--- src/hdl/terminal_line_editor_unit_macros.svh ---
// Assertion macros shared by the terminal line editor RTL.
// No dependencies; included by tle_datapath, which checks its own logic.
`ifndef TERMINAL_LINE_EDITOR_UNIT_MACROS_SVH
`define TERMINAL_LINE_EDITOR_UNIT_MACROS_SVH

// a holds in a cycle -> b holds in the same cycle
`define TLE_ASSERT_IMPLY(lbl, clk, rst_n, a, b, msg) \
	lbl: assert property (@(posedge clk) disable iff (!(rst_n)) (a) |-> (b)) else $error(msg);

// a holds in a cycle -> b holds in the next cycle
`define TLE_ASSERT_NEXT(lbl, clk, rst_n, a, b, msg) \
	lbl: assert property (@(posedge clk) disable iff (!(rst_n)) (a) |=> (b)) else $error(msg);

`endif

--- src/hdl/tle_pkg.sv ---
// Package for the terminal line editor: codes, control word layout and the
// microcode table. No dependencies.
`timescale 1ns / 1ps
`default_nettype none

package tle_pkg;

	localparam int unsigned LINE_MAX_DEF = 64;
	localparam int unsigned CHAR_W = 8;
	localparam int unsigned LEN_W = 7;
	localparam int unsigned ACT_W = 3;
	localparam int unsigned CFG_IDX_W = 3;
	localparam int unsigned CFG_DATA_W = 8;
	localparam int unsigned STEP_W = 5;

	localparam logic [CHAR_W-1:0] CH_NL = 8'd10;
	localparam logic [CHAR_W-1:0] CH_SPACE = 8'd32;
	localparam logic [CHAR_W-1:0] CH_TILDE = 8'd126;

	localparam logic [LEN_W-1:0] RST_LINE_LIMIT = 7'd40;
	localparam logic [CHAR_W-1:0] RST_ERASE = 8'd127;
	localparam logic [CHAR_W-1:0] RST_KILL = 8'd21;
	localparam logic [CHAR_W-1:0] RST_WERASE = 8'd23;
	localparam logic [CHAR_W-1:0] RST_EOF = 8'd4;

	localparam logic [CFG_IDX_W-1:0] REG_LINE_LIMIT = 3'd0;
	localparam logic [CFG_IDX_W-1:0] REG_ERASE = 3'd1;
	localparam logic [CFG_IDX_W-1:0] REG_KILL = 3'd2;
	localparam logic [CFG_IDX_W-1:0] REG_WERASE = 3'd3;
	localparam logic [CFG_IDX_W-1:0] REG_EOF = 3'd4;

	typedef enum logic [ACT_W-1:0] {
		ACT_ECHO = 3'd0,
		ACT_ERASE = 3'd1,
		ACT_CLEAR = 3'd2,
		ACT_BEEP = 3'd3,
		ACT_WRAP = 3'd4,
		ACT_LINE_END = 3'd5,
		ACT_END_INPUT = 3'd6
	} act_t;

	typedef enum logic [3:0] {
		C_NONE,
		C_ALWAYS,
		C_NO_INPUT,
		C_IS_NL,
		C_IS_EOF_EMPTY,
		C_IS_ERASE,
		C_IS_KILL,
		C_IS_WERASE,
		C_IS_PRINT,
		C_BELOW_LIM,
		C_CUR_ZERO,
		C_CUR_ONE,
		C_SPACE,
		C_NOT_SPACE
	} cond_t;

	typedef enum logic [1:0] {CHS_ZERO, CHS_INPUT, CHS_NL} chsel_t;
	typedef enum logic [1:0] {LAST_NO, LAST_YES, LAST_IF_ZERO} lastsel_t;
	typedef enum logic [1:0] {CUR_HOLD, CUR_CLEAR, CUR_DEC, CUR_INC} curop_t;
	typedef enum logic [1:0] {RD_NONE, RD_M1, RD_M2} rdsel_t;

	typedef struct packed {
		logic take_in;
		cond_t cond;
		logic [STEP_W-1:0] target;
		logic emit;
		act_t act;
		chsel_t chsel;
		lastsel_t lastsel;
		curop_t curop;
		logic mem_we;
		rdsel_t rdsel;
	} ctrl_t;

	typedef struct packed {
		logic go;
		logic no_input;
		logic is_nl;
		logic is_eof_empty;
		logic is_erase;
		logic is_kill;
		logic is_werase;
		logic is_print;
		logic below_lim;
		logic cur_zero;
		logic cur_one;
		logic rd_space;
	} stat_t;

	// program addresses
	localparam logic [STEP_W-1:0] S_IDLE = STEP_W'(0);
	localparam logic [STEP_W-1:0] S_TST_NL = STEP_W'(1);
	localparam logic [STEP_W-1:0] S_TST_EOF = STEP_W'(2);
	localparam logic [STEP_W-1:0] S_TST_ERASE = STEP_W'(3);
	localparam logic [STEP_W-1:0] S_TST_KILL = STEP_W'(4);
	localparam logic [STEP_W-1:0] S_TST_WE = STEP_W'(5);
	localparam logic [STEP_W-1:0] S_TST_PRINT = STEP_W'(6);
	localparam logic [STEP_W-1:0] S_BEEP = STEP_W'(7);
	localparam logic [STEP_W-1:0] S_NL = STEP_W'(8);
	localparam logic [STEP_W-1:0] S_EOF = STEP_W'(9);
	localparam logic [STEP_W-1:0] S_ERASE = STEP_W'(10);
	localparam logic [STEP_W-1:0] S_ERASE_GO = STEP_W'(11);
	localparam logic [STEP_W-1:0] S_KILL = STEP_W'(12);
	localparam logic [STEP_W-1:0] S_PRINT = STEP_W'(13);
	localparam logic [STEP_W-1:0] S_WRAP = STEP_W'(14);
	localparam logic [STEP_W-1:0] S_ECHO = STEP_W'(15);
	localparam logic [STEP_W-1:0] S_WE = STEP_W'(16);
	localparam logic [STEP_W-1:0] S_WE_SP_TST = STEP_W'(17);
	localparam logic [STEP_W-1:0] S_WE_SP = STEP_W'(18);
	localparam logic [STEP_W-1:0] S_WE_SP_RD = STEP_W'(19);
	localparam logic [STEP_W-1:0] S_WE_SP_CHK = STEP_W'(20);
	localparam logic [STEP_W-1:0] S_WE_WD = STEP_W'(21);
	localparam logic [STEP_W-1:0] S_WE_WD_CHK = STEP_W'(22);
	localparam logic [STEP_W-1:0] S_WE_WD_ERA = STEP_W'(23);
	localparam logic [STEP_W-1:0] S_WE_WD_LAST = STEP_W'(24);

	localparam ctrl_t CTRL_NOP = '{
		take_in: 1'b0, cond: C_NONE, target: S_IDLE, emit: 1'b0, act: ACT_ECHO,
		chsel: CHS_ZERO, lastsel: LAST_NO, curop: CUR_HOLD, mem_we: 1'b0,
		rdsel: RD_NONE
	};

	// Microcode ROM. A step jumps to target when its condition holds, else
	// steps on. Emitting steps hold until the output register is free.
	function automatic ctrl_t ucode(input logic [STEP_W-1:0] step);
		ctrl_t w;
		w = CTRL_NOP;
		case (step)
			S_IDLE: begin
				w.take_in = 1'b1; w.cond = C_NO_INPUT; w.target = S_IDLE;
			end
			S_TST_NL: begin
				w.cond = C_IS_NL; w.target = S_NL;
			end
			S_TST_EOF: begin
				w.cond = C_IS_EOF_EMPTY; w.target = S_EOF;
			end
			S_TST_ERASE: begin
				w.cond = C_IS_ERASE; w.target = S_ERASE;
			end
			S_TST_KILL: begin
				w.cond = C_IS_KILL; w.target = S_KILL;
			end
			S_TST_WE: begin
				w.cond = C_IS_WERASE; w.target = S_WE;
			end
			S_TST_PRINT: begin
				w.cond = C_IS_PRINT; w.target = S_PRINT;
			end
			S_BEEP: begin
				w.cond = C_ALWAYS; w.target = S_IDLE;
				w.emit = 1'b1; w.act = ACT_BEEP; w.lastsel = LAST_YES;
			end
			S_NL: begin
				w.cond = C_ALWAYS; w.target = S_IDLE; w.curop = CUR_CLEAR;
				w.emit = 1'b1; w.act = ACT_LINE_END; w.chsel = CHS_NL;
				w.lastsel = LAST_YES;
			end
			S_EOF: begin
				w.cond = C_ALWAYS; w.target = S_IDLE;
				w.emit = 1'b1; w.act = ACT_END_INPUT; w.lastsel = LAST_YES;
			end
			S_ERASE: begin
				w.cond = C_CUR_ZERO; w.target = S_IDLE;
			end
			S_ERASE_GO: begin
				w.cond = C_ALWAYS; w.target = S_IDLE; w.curop = CUR_DEC;
				w.emit = 1'b1; w.act = ACT_ERASE; w.lastsel = LAST_YES;
			end
			S_KILL: begin
				w.cond = C_ALWAYS; w.target = S_IDLE; w.curop = CUR_CLEAR;
				w.emit = 1'b1; w.act = ACT_CLEAR; w.lastsel = LAST_YES;
			end
			S_PRINT: begin
				w.cond = C_BELOW_LIM; w.target = S_ECHO;
			end
			S_WRAP: begin
				w.curop = CUR_CLEAR;
				w.emit = 1'b1; w.act = ACT_WRAP;
			end
			S_ECHO: begin
				w.cond = C_ALWAYS; w.target = S_IDLE; w.curop = CUR_INC;
				w.mem_we = 1'b1;
				w.emit = 1'b1; w.act = ACT_ECHO; w.chsel = CHS_INPUT;
				w.lastsel = LAST_YES;
			end
			S_WE: begin
				w.cond = C_CUR_ZERO; w.target = S_IDLE; w.rdsel = RD_M1;
			end
			S_WE_SP_TST: begin
				w.cond = C_NOT_SPACE; w.target = S_WE_WD;
			end
			// a trailing space always has another character, or nothing, below it
			S_WE_SP: begin
				w.curop = CUR_DEC;
				w.emit = 1'b1; w.act = ACT_ERASE; w.lastsel = LAST_IF_ZERO;
			end
			S_WE_SP_RD: begin
				w.cond = C_CUR_ZERO; w.target = S_IDLE; w.rdsel = RD_M1;
			end
			S_WE_SP_CHK: begin
				w.cond = C_SPACE; w.target = S_WE_SP;
			end
			// word run: look one below before erasing to know if it ends
			S_WE_WD: begin
				w.cond = C_CUR_ONE; w.target = S_WE_WD_LAST; w.rdsel = RD_M2;
			end
			S_WE_WD_CHK: begin
				w.cond = C_SPACE; w.target = S_WE_WD_LAST;
			end
			S_WE_WD_ERA: begin
				w.cond = C_ALWAYS; w.target = S_WE_WD; w.curop = CUR_DEC;
				w.emit = 1'b1; w.act = ACT_ERASE;
			end
			S_WE_WD_LAST: begin
				w.cond = C_ALWAYS; w.target = S_IDLE; w.curop = CUR_DEC;
				w.emit = 1'b1; w.act = ACT_ERASE; w.lastsel = LAST_YES;
			end
			default: begin
				w.cond = C_ALWAYS; w.target = S_IDLE;
			end
		endcase
		return w;
	endfunction

endpackage

`default_nettype wire

--- src/hdl/tle_if.sv ---
// Channel interfaces of the terminal line editor: key bytes in, echo
// actions out. Widths follow the package constants.
`timescale 1ns / 1ps
`default_nettype none

interface tle_char_if;
	logic valid;
	logic ready;
	logic [tle_pkg::CHAR_W-1:0] char_in;

	modport source (output valid, output char_in, input ready);
	modport sink (input valid, input char_in, output ready);
endinterface

interface tle_act_if;
	logic valid;
	logic ready;
	logic [tle_pkg::ACT_W-1:0] action;
	logic [tle_pkg::CHAR_W-1:0] char_out;
	logic [tle_pkg::LEN_W-1:0] line_length;
	logic last;

	modport source (output valid, output action, output char_out, output line_length,
		output last, input ready);
	modport sink (input valid, input action, input char_out, input line_length,
		input last, output ready);
endinterface

`default_nettype wire

--- src/hdl/tle_line_mem.sv ---
// Line store: one write port, one read port with registered data.
// No dependencies.
`timescale 1ns / 1ps
`default_nettype none

module tle_line_mem #(
	parameter int unsigned DEPTH = 64,
	localparam int unsigned AW = $clog2(DEPTH)
) (
	input wire logic clk,
	input wire logic we,
	input wire logic [AW-1:0] waddr,
	input wire logic [7:0] wdata,
	input wire logic re,
	input wire logic [AW-1:0] raddr,
	output logic [7:0] rdata
);

	logic [7:0] mem [DEPTH];

	always_ff @(posedge clk) begin
		if (we) begin
			mem[waddr] <= wdata;
		end
	end

	always_ff @(posedge clk) begin
		if (re) begin
			rdata <= mem[raddr];
		end
	end

endmodule

`default_nettype wire

--- src/hdl/tle_sequencer.sv ---
// Step counter and microcode fetch with conditional jumps.
// Depends on tle_pkg.
`timescale 1ns / 1ps
`default_nettype none

module tle_sequencer (
	input wire logic clk,
	input wire logic arst_n,
	input wire tle_pkg::stat_t stat,
	output tle_pkg::ctrl_t ctrl
);
	import tle_pkg::*;

	logic [STEP_W-1:0] step_q;
	logic [STEP_W-1:0] step_d;
	logic hit;

	always_comb begin
		ctrl = ucode(step_q);
	end

	always_comb begin
		case (ctrl.cond)
			C_NONE: hit = 1'b0;
			C_ALWAYS: hit = 1'b1;
			C_NO_INPUT: hit = stat.no_input;
			C_IS_NL: hit = stat.is_nl;
			C_IS_EOF_EMPTY: hit = stat.is_eof_empty;
			C_IS_ERASE: hit = stat.is_erase;
			C_IS_KILL: hit = stat.is_kill;
			C_IS_WERASE: hit = stat.is_werase;
			C_IS_PRINT: hit = stat.is_print;
			C_BELOW_LIM: hit = stat.below_lim;
			C_CUR_ZERO: hit = stat.cur_zero;
			C_CUR_ONE: hit = stat.cur_one;
			C_SPACE: hit = stat.rd_space;
			C_NOT_SPACE: hit = !stat.rd_space;
			default: hit = 1'b1;
		endcase
	end

	always_comb begin
		if (!stat.go) begin
			step_d = step_q;
		end else if (hit) begin
			step_d = ctrl.target;
		end else begin
			step_d = step_q + STEP_W'(1);
		end
	end

	always_ff @(posedge clk or negedge arst_n) begin
		if (!arst_n) begin
			step_q <= S_IDLE;
		end else begin
			step_q <= step_d;
		end
	end

endmodule

`default_nettype wire

--- src/hdl/tle_datapath.sv ---
// Datapath: config registers, key latch, cursor, byte decode, memory
// addressing and the output register. Depends on tle_pkg, tle_if, macros.
`timescale 1ns / 1ps
`default_nettype none

`include "terminal_line_editor_unit_macros.svh"

module tle_datapath #(
	parameter int unsigned LINE_MAX = tle_pkg::LINE_MAX_DEF,
	localparam int unsigned AW = $clog2(LINE_MAX)
) (
	input wire logic clk,
	input wire logic arst_n,
	tle_char_if.sink key,
	tle_act_if.source echo,
	input wire logic cfg_we,
	input wire logic [tle_pkg::CFG_IDX_W-1:0] cfg_index,
	input wire logic [tle_pkg::CFG_DATA_W-1:0] cfg_data,
	input wire tle_pkg::ctrl_t ctrl,
	output tle_pkg::stat_t stat,
	output logic mem_we,
	output logic [AW-1:0] mem_waddr,
	output logic [7:0] mem_wdata,
	output logic mem_re,
	output logic [AW-1:0] mem_raddr,
	input wire logic [7:0] mem_rdata
);
	import tle_pkg::*;

	localparam int unsigned CW = $clog2(LINE_MAX + 1);
	localparam int unsigned LW = (CW > LEN_W) ? CW : LEN_W;

	logic [LEN_W-1:0] lim_q;
	logic [CHAR_W-1:0] erase_q, kill_q, werase_q, eof_q;
	logic [CHAR_W-1:0] char_q;
	logic [CW-1:0] cur_q, cursor_d, cur_m1, cur_m2;
	logic [LW-1:0] lim_eff, cur_ext, cur_d_ext;
	logic slot_free, go, load, last_d;
	logic [CHAR_W-1:0] ch_d;

	logic ov_q;
	act_t act_q;
	logic [CHAR_W-1:0] ch_q;
	logic [LEN_W-1:0] len_q;
	logic last_q;

	always_ff @(posedge clk or negedge arst_n) begin
		if (!arst_n) begin
			lim_q <= RST_LINE_LIMIT;
			erase_q <= RST_ERASE;
			kill_q <= RST_KILL;
			werase_q <= RST_WERASE;
			eof_q <= RST_EOF;
		end else if (cfg_we) begin
			case (cfg_index)
				REG_LINE_LIMIT: lim_q <= cfg_data[LEN_W-1:0];
				REG_ERASE: erase_q <= cfg_data;
				REG_KILL: kill_q <= cfg_data;
				REG_WERASE: werase_q <= cfg_data;
				REG_EOF: eof_q <= cfg_data;
				default: ;
			endcase
		end
	end

	assign key.ready = ctrl.take_in;

	always_ff @(posedge clk) begin
		if (ctrl.take_in && key.valid) begin
			char_q <= key.char_in;
		end
	end

	// zero acts as one, above the store depth acts as the depth
	always_comb begin
		if (lim_q == '0) begin
			lim_eff = LW'(1);
		end else if (LW'(lim_q) > LW'(LINE_MAX)) begin
			lim_eff = LW'(LINE_MAX);
		end else begin
			lim_eff = LW'(lim_q);
		end
	end

	assign cur_ext = LW'(cur_q);
	assign cur_m1 = cur_q - CW'(1);
	assign cur_m2 = cur_q - CW'(2);

	always_comb begin
		case (ctrl.curop)
			CUR_HOLD: cursor_d = cur_q;
			CUR_CLEAR: cursor_d = '0;
			CUR_DEC: cursor_d = cur_m1;
			CUR_INC: cursor_d = cur_q + CW'(1);
			default: cursor_d = cur_q;
		endcase
	end
	assign cur_d_ext = LW'(cursor_d);

	assign slot_free = !ov_q || echo.ready;
	assign go = !ctrl.emit || slot_free;
	assign load = ctrl.emit && slot_free;

	always_ff @(posedge clk or negedge arst_n) begin
		if (!arst_n) begin
			cur_q <= '0;
		end else if (go) begin
			cur_q <= cursor_d;
		end
	end

	always_comb begin
		stat.go = go;
		stat.no_input = !key.valid;
		stat.is_nl = char_q == CH_NL;
		stat.is_eof_empty = (char_q == eof_q) && (cur_q == '0);
		stat.is_erase = char_q == erase_q;
		stat.is_kill = char_q == kill_q;
		stat.is_werase = char_q == werase_q;
		stat.is_print = (char_q >= CH_SPACE) && (char_q <= CH_TILDE);
		stat.below_lim = cur_ext < lim_eff;
		stat.cur_zero = cur_q == '0;
		stat.cur_one = cur_q == CW'(1);
		stat.rd_space = mem_rdata == CH_SPACE;
	end

	assign mem_we = ctrl.mem_we && go;
	assign mem_waddr = cur_q[AW-1:0];
	assign mem_wdata = char_q;
	assign mem_re = ctrl.rdsel != RD_NONE;
	assign mem_raddr = (ctrl.rdsel == RD_M2) ? cur_m2[AW-1:0] : cur_m1[AW-1:0];

	always_comb begin
		case (ctrl.chsel)
			CHS_ZERO: ch_d = '0;
			CHS_INPUT: ch_d = char_q;
			CHS_NL: ch_d = CH_NL;
			default: ch_d = '0;
		endcase
	end

	always_comb begin
		case (ctrl.lastsel)
			LAST_NO: last_d = 1'b0;
			LAST_YES: last_d = 1'b1;
			LAST_IF_ZERO: last_d = cursor_d == '0;
			default: last_d = 1'b1;
		endcase
	end

	always_ff @(posedge clk or negedge arst_n) begin
		if (!arst_n) begin
			ov_q <= 1'b0;
		end else if (load) begin
			ov_q <= 1'b1;
		end else if (echo.ready) begin
			ov_q <= 1'b0;
		end
	end

	always_ff @(posedge clk) begin
		if (load) begin
			act_q <= ctrl.act;
			ch_q <= ch_d;
			len_q <= cur_d_ext[LEN_W-1:0];
			last_q <= last_d;
		end
	end

	assign echo.valid = ov_q;
	assign echo.action = ACT_W'(act_q);
	assign echo.char_out = ch_q;
	assign echo.line_length = len_q;
	assign echo.last = last_q;

	`TLE_ASSERT_IMPLY(a_cur_range, clk, arst_n, 1'b1, cur_q <= CW'(LINE_MAX), "cursor above depth")
	`TLE_ASSERT_IMPLY(a_wr_range, clk, arst_n, mem_we, cur_q < CW'(LINE_MAX), "write past end of line")
	`TLE_ASSERT_IMPLY(a_take_quiet, clk, arst_n, ctrl.take_in, !ctrl.emit && !mem_we && cursor_d == cur_q, "side effect while taking a key")
	`TLE_ASSERT_NEXT(a_load_shows, clk, arst_n, load, ov_q, "loaded action not shown")

endmodule

`default_nettype wire

--- src/hdl/terminal_line_editor_unit.sv ---
// Terminal line editor: one key byte in, a run of echo actions out. Top level,
// built on tle_pkg, tle_if, tle_sequencer, tle_datapath and tle_line_mem.
`timescale 1ns / 1ps
`default_nettype none

// Each key byte runs a short microcode program, one control word per cycle
// while no emitting step waits. A key is taken in the idle step; decoding
// walks a chain of tests, one a cycle: a newline is answered after the first
// test, a printable byte after all of them (with a wrap step first on a full
// line), a beep when all fail. Word erase walks the line store through its
// single registered read port, reading below the cursor before each removal.
// Results leave through an output register; an emitting step waits while a
// result is still pending there, and the next key can be taken while the last
// result of the previous one waits. The line store is not cleared at reset;
// only characters below the cursor are ever used.
module terminal_line_editor_unit #(
	parameter int unsigned LINE_MAX = tle_pkg::LINE_MAX_DEF
) (
	input wire logic clk,
	input wire logic arst_n,
	tle_char_if.sink key,
	tle_act_if.source echo,
	input wire logic cfg_we,
	input wire logic [tle_pkg::CFG_IDX_W-1:0] cfg_index,
	input wire logic [tle_pkg::CFG_DATA_W-1:0] cfg_data
);
	import tle_pkg::*;

	localparam int unsigned AW = $clog2(LINE_MAX);

	ctrl_t ctrl;
	stat_t stat;
	logic mem_we, mem_re;
	logic [AW-1:0] mem_waddr, mem_raddr;
	logic [7:0] mem_wdata, mem_rdata;

	tle_sequencer u_seq (
		.clk(clk),
		.arst_n(arst_n),
		.stat(stat),
		.ctrl(ctrl)
	);

	tle_datapath #(.LINE_MAX(LINE_MAX)) u_dp (
		.clk(clk),
		.arst_n(arst_n),
		.key(key),
		.echo(echo),
		.cfg_we(cfg_we),
		.cfg_index(cfg_index),
		.cfg_data(cfg_data),
		.ctrl(ctrl),
		.stat(stat),
		.mem_we(mem_we),
		.mem_waddr(mem_waddr),
		.mem_wdata(mem_wdata),
		.mem_re(mem_re),
		.mem_raddr(mem_raddr),
		.mem_rdata(mem_rdata)
	);

	tle_line_mem #(.DEPTH(LINE_MAX)) u_mem (
		.clk(clk),
		.we(mem_we),
		.waddr(mem_waddr),
		.wdata(mem_wdata),
		.re(mem_re),
		.raddr(mem_raddr),
		.rdata(mem_rdata)
	);

endmodule

`default_nettype wire

--- src/flat_wrapper.sv ---
// flat-port wrapper written by rule: the top's interface ports become plain ports
module terminal_line_editor_unit_flat import tle_pkg::*;
#(
	parameter int unsigned LINE_MAX = tle_pkg::LINE_MAX_DEF
)
  (clk, arst_n, cfg_we, cfg_index, cfg_data, key_valid, key_char_in, key_ready, echo_valid, echo_action, echo_char_out, echo_line_length, echo_last, echo_ready);
  tle_char_if key_i ();
  tle_act_if echo_i ();
  input wire logic clk;
  input wire logic arst_n;
  input wire logic cfg_we;
  input wire logic [tle_pkg::CFG_IDX_W-1:0] cfg_index;
  input wire logic [tle_pkg::CFG_DATA_W-1:0] cfg_data;
  input wire logic [$bits(key_i.valid)-1:0] key_valid;
  input wire logic [$bits(key_i.char_in)-1:0] key_char_in;
  output wire logic [$bits(key_i.ready)-1:0] key_ready;
  output wire logic [$bits(echo_i.valid)-1:0] echo_valid;
  output wire logic [$bits(echo_i.action)-1:0] echo_action;
  output wire logic [$bits(echo_i.char_out)-1:0] echo_char_out;
  output wire logic [$bits(echo_i.line_length)-1:0] echo_line_length;
  output wire logic [$bits(echo_i.last)-1:0] echo_last;
  input wire logic [$bits(echo_i.ready)-1:0] echo_ready;
  assign key_i.valid = key_valid;
  assign key_i.char_in = key_char_in;
  assign key_ready = key_i.ready;
  assign echo_valid = echo_i.valid;
  assign echo_action = echo_i.action;
  assign echo_char_out = echo_i.char_out;
  assign echo_line_length = echo_i.line_length;
  assign echo_last = echo_i.last;
  assign echo_i.ready = echo_ready;
  terminal_line_editor_unit #(.LINE_MAX(LINE_MAX)) u_core (.clk(clk), .arst_n(arst_n), .key(key_i), .echo(echo_i), .cfg_we(cfg_we), .cfg_index(cfg_index), .cfg_data(cfg_data));
endmodule
--- config.mk ---
export PLATFORM = sky130hd
export DESIGN_NAME = terminal_line_editor_unit_flat
export DESIGN_NICKNAME = d
export VERILOG_FILES = /design/src/hdl/tle_pkg.sv /design/src/hdl/tle_if.sv /design/src/hdl/tle_line_mem.sv /design/src/hdl/tle_sequencer.sv /design/src/hdl/tle_datapath.sv /design/src/hdl/terminal_line_editor_unit.sv /design/src/flat_wrapper.sv
export VERILOG_INCLUDE_DIRS = /design/src /design/src/hdl
export SDC_FILE = /design/constraint.sdc
export NUM_CORES = 1
export LEC_CHECK = 0
export BUFFER_PORTS_ARGS = -buffer_cell sky130_fd_sc_hd__buf_2
export CAP_MARGIN = 15
export CORE_UTILIZATION = 49
export CTS_BUF_LIST = sky130_fd_sc_hd__clkbuf_4 sky130_fd_sc_hd__clkbuf_8 sky130_fd_sc_hd__clkbuf_16
export CTS_CLUSTER_DIAMETER = 120
export DETAILED_ROUTE_END_ITERATION = 16
export GPL_TIMING_DRIVEN = 0
export SLEW_MARGIN = 5
export SYNTH_ARGS = -nofsm -noshare
export SYNTH_HDL_FRONTEND = slang
export SYNTH_SLANG_ARGS = --single-unit
--- constraint.sdc ---
create_clock -name clk -period 5.4 [get_ports clk]
set_clock_uncertainty 0.05 [all_clocks]
set_input_delay 1.08 -clock clk [delete_from_list [all_inputs] [get_ports clk]]
set_output_delay 1.08 -clock clk [all_outputs]
set_load 0.005 [all_outputs]
==> impl_summary.txt <==
----------------------------------------------------
[Status]
  Result of the run ... completed

[Synthesis]
  Proportion of synthesized chip area in sequential cells ... 0.704
  Cell taking the most area after synthesis ... sky130_fd_sc_hd__edfxtp_1
  Cell types occupying the most area after synthesis ... sky130_fd_sc_hd__edfxtp_1 (65%), sky130_fd_sc_hd__mux4_2 (12%), sky130_fd_sc_hd__dfrtp_1 (3.5%)
  Total of flip-flops plus latches after synthesis ... approximately 600
  Netlist Area Pre-Place ... 25,200 um^2
  Prevailing post-synth register cell ... sky130_fd_sc_hd__edfxtp_1
  Total number of yosys warnings ... 0
  Number of synthesized flops with an enable pin ... roughly 550
  Average cell area after synthesis ... between 15 and 20 um^2
  Share of synthesized registers carrying an async set or reset ... 0.0868
  Number of nets produced by synthesis ... 1,480
  Share of Yosys cell area claimed by the top area cell type ... 0.651
  Post-synth cell types ... 74
  Gate count of the mapped netlist ... 1,434

[Power]
  Worst IR Drop VDD ... 0.415 mV
  Power per cell area ... about 570 nW/um^2
  Leakage component of the power ... 9.65 nW

[Floorplan]
  DIE WIDTH ... 229 um
  Initial core utilization ... 0.500
  I/O Pins ... 45
  Number of rows in the core area ... 82
  Die height ... 229 um
  Full die area ... 52,400 um^2
  Core area ... 50,500 um^2

[Setup path]
  Arrival time at the worst endpoint ... roughly 5.4 ns
  RR Startpoint ... u_core.u_seq.step_q[1]
  Worst-path maximum fanout ... 10
  Number of cells on the worst reg-to-reg path ... 11
  Data required, critical path ... 5.70 ns
  CP Launch Type ... register
  Type of the worst setup path ... register to register
  CP endpoint kind ... register
  Critical path launch point ... u_core.u_seq.step_q[1]
  Reg-to-reg setup timing slack ... 0.26 ns
  Critical Path Sink ... u_core.u_mem.rdata[5]
  Reg-to-reg endpoint ... u_core.u_mem.rdata[5]

[Clocking]
  Number of buffers created by CTS ... 60
  Post-CTS setup buffers ... 0
  TritonCTS clock tree ... built
  Clock insertion delay at the later pin of the skew report ... 0.63 ns
  Number of clock sinks ... 599
  Largest buffer count on any clock path ... 3
  # H-tree levels ... 2
  Clock edge transition at the registers on the reported setup and hold paths ... 0.06 ns
  Cell chosen for the clock root ... sky130_fd_sc_hd__clkbuf_16

[Global routing]
  Met2 usage ... 0.382
  Met1 GRT Util ... 0.336
  Number of global-route vias before repair ... 14,100
  Largest net degree at the start of global routing ... 38
  Met3 track demand over resource in global routing ... 0.0400
  Grt ovf ... 0
  Number of antenna violations at the first check in global routing ... 1
  First-pass GRT wire length ... 90.8 mm
  Most used routing layer in global routing ... met2
  Gr usage total ... 0.237

[Timing]
  Final sum of negative setup slack ... 0 ns
  Final-report setup violation count ... 0
  Setup repair after global routing missed its margin ... false
  Worst-Margin Slew ... 1.13 ns
  Fin. Hold Viols ... 0
  Tcrit/Tclk final ... 0.952
  Normalized max-slew margin ... 0.238
  Peak Freq ... 0.194 GHz
  Number of max-slew violations in the final report ... 0
  Min cycle time layout ... 5.14 ns

[Run]
  Maxcap violations ... 0

[Layout]
  Top library cells by usage in the layout, fill and taps aside ... sky130_fd_sc_hd__edfxtp_1 (547), sky130_fd_sc_hd__mux4_2 (136), sky130_fd_sc_hd__nor2_1 (104), sky130_fd_sc_hd__buf_2 (68), sky130_fd_sc_hd__a21oi_1 (65)
  Area overhead of the layout relative to synthesis ... 14.6%
  Proportion of layout cells with a drive suffix above 1 ... 0.254
  Final-layout fill cell count ... 3,872
  Final cell area excluding filler cells ... 28,900 um^2
  Final Util ... 0.573
  Number of diodes added for antenna fixing ... 0
  Storage cell area ... ~18,000 um^2
  Area taken by multi-input logic gates ... 7080 um^2
  Most common cell after layout, fill and taps aside ... sky130_fd_sc_hd__edfxtp_1
  Number of nets in the finished design ... 1,612

[Drt]
  Vias per Instance ... roughly 6.0
  Via count ... 13,700
  Final wirelength ... between 60 and 70 mm
  Routed wire per std cell ... 26.3 um
  Number of detailed-routing iterations run before antenna repair ... 5
  Post-detailed-route count of antenna-violating nets ... 0
  Number of violations reported at the end of detailed-routing iteration 0 ... about 1,300
  Total DRC errors in the routed layout ... 0

[Placed design]
  HPWL after DPL ... 40.1 mm
  Count of buffers from port buffering ... 44
  Total placed instance area ... ~27,000 um^2
  Global placer's final weighted congestion ... 0.890

[Worst hold path]
  Path class of the lowest-slack min-delay path ... primary input to async pin

----------------------------------------------------
-- cell families after synthesis --
logic type | Yosys count | synth area share
flops | 599 | 0.704
simple gates | 299 | 0.0605
mux | 215 | 0.155
compound gates | 186 | 0.0479
buf+inv | 95 | 0.0163
fa+ha+maj | 22 | 0.0109
xor+xnor | 18 | 0.00625
-- area by class of cell --
type                    instances  share of cell area
repair buffers                 70              0.0288
inverters                      16             0.00208
plain buffers                  79              0.0122
multi-input cells             740               0.245
flip-flops and latches        599               0.614
clock buffers                  78              0.0578
clock inverters                35              0.0113
well taps                     672              0.0291
-- how the worst min path moves through the flow --
stage	start	end	slack (ns)	cells past startpoint
4_1_cts	arst_n	u_core.u_dp.kill_q[6]	0.34	1
3_3_place_gp	u_core.u_dp.werase_q[5]	u_core.u_dp.werase_q[5]	0.44	1
3_5_place_dp	u_core.u_dp.kill_q[5]	u_core.u_dp.kill_q[5]	0.45	1
5_1_grt	arst_n	u_core.u_dp.kill_q[1]	0.36	1
6_report	arst_n	u_core.u_dp.kill_q[6]	0.36	1
2_1_floorplan	u_core.u_dp.erase_q[1]	u_core.u_dp.erase_q[1]	0.42	2
-- flip-flops by register name, summed over array words and instances, names as in the netlist --
name	cells
u_core.u_mem.mem	512
u_core.u_dp.echo.char_out	8
u_core.u_dp.eof_q	8
u_core.u_dp.erase_q	8
u_core.u_dp.kill_q	8
u_core.u_dp.mem_wdata	8
u_core.u_dp.werase_q	8
u_core.u_mem.rdata	8
u_core.u_dp.cur_ext	7
u_core.u_dp.echo.line_length	7
u_core.u_dp.lim_q	7
u_core.u_seq.step_q	5
u_core.u_dp.echo.action	3
u_core.u_dp.echo.last	1
u_core.u_dp.echo.valid	1
-- report_power, final --
part           leakage (nW)  switching (mW)  internal, mW
Sequential             5.54           0.165          5.50
Clock                  1.02            1.73          2.46
Combinational          3.09            3.93          2.82
-- Yosys cell counts, types with 28 or more instances --
cell type                  count
sky130_fd_sc_hd__nor2_1      104
sky130_fd_sc_hd__a21oi_1      65
sky130_fd_sc_hd__nand2_1      56
sky130_fd_sc_hd__nor2b_1      40
sky130_fd_sc_hd__edfxtp_1    547
sky130_fd_sc_hd__a211oi_1     38
sky130_fd_sc_hd__mux2_2       38
sky130_fd_sc_hd__mux2i_1      41
sky130_fd_sc_hd__o21ai_0      28
sky130_fd_sc_hd__clkbuf_1     41
sky130_fd_sc_hd__dfrtp_1      35
sky130_fd_sc_hd__mux4_2      136
-- critical path, stage by stage, from the launching register on --
cell                       delay (ns)
sky130_fd_sc_hd__dfrtp_1         0.43
sky130_fd_sc_hd__inv_1           0.10
sky130_fd_sc_hd__ha_1            0.13
sky130_fd_sc_hd__buf_2           0.20
sky130_fd_sc_hd__clkbuf_1        0.42
sky130_fd_sc_hd__nand3_2         0.28
sky130_fd_sc_hd__o21ai_1         0.62
sky130_fd_sc_hd__clkbuf_1        0.70
sky130_fd_sc_hd__buf_1           0.82
sky130_fd_sc_hd__mux2i_1         0.42
sky130_fd_sc_hd__a21oi_1         0.17
sky130_fd_sc_hd__mux4_2          0.50
-- per-layer routing --
layer / routed length (um) / part of all wire
met3: 3830 / 0.063
met4: 1350 / 0.022
met1: 25700 / 0.43
met2: 29500 / 0.49
met5: 0 / 0
-- per-stage QoR --
stage                     worst slack, ns  total power [mW]  cells  hold WS (ns)
final                               0.258              16.6   2289         0.356
after global routing               0.0606              17.4   2289         0.361
after CTS                           0.177              16.7   2287         0.337
after detailed placement            0.219              12.5   2174         0.446
after global placement              0.222              12.3   2150         0.440
after floorplan                      1.65              10.3   1434         0.419
-- what timing repair did --
action | CTS | global route
endpoints found under the setup margin | 0 | 1
gates resized for setup | 0 | 3
hold buffers | 0 | 0
Power figures use the tool's default switching activity.
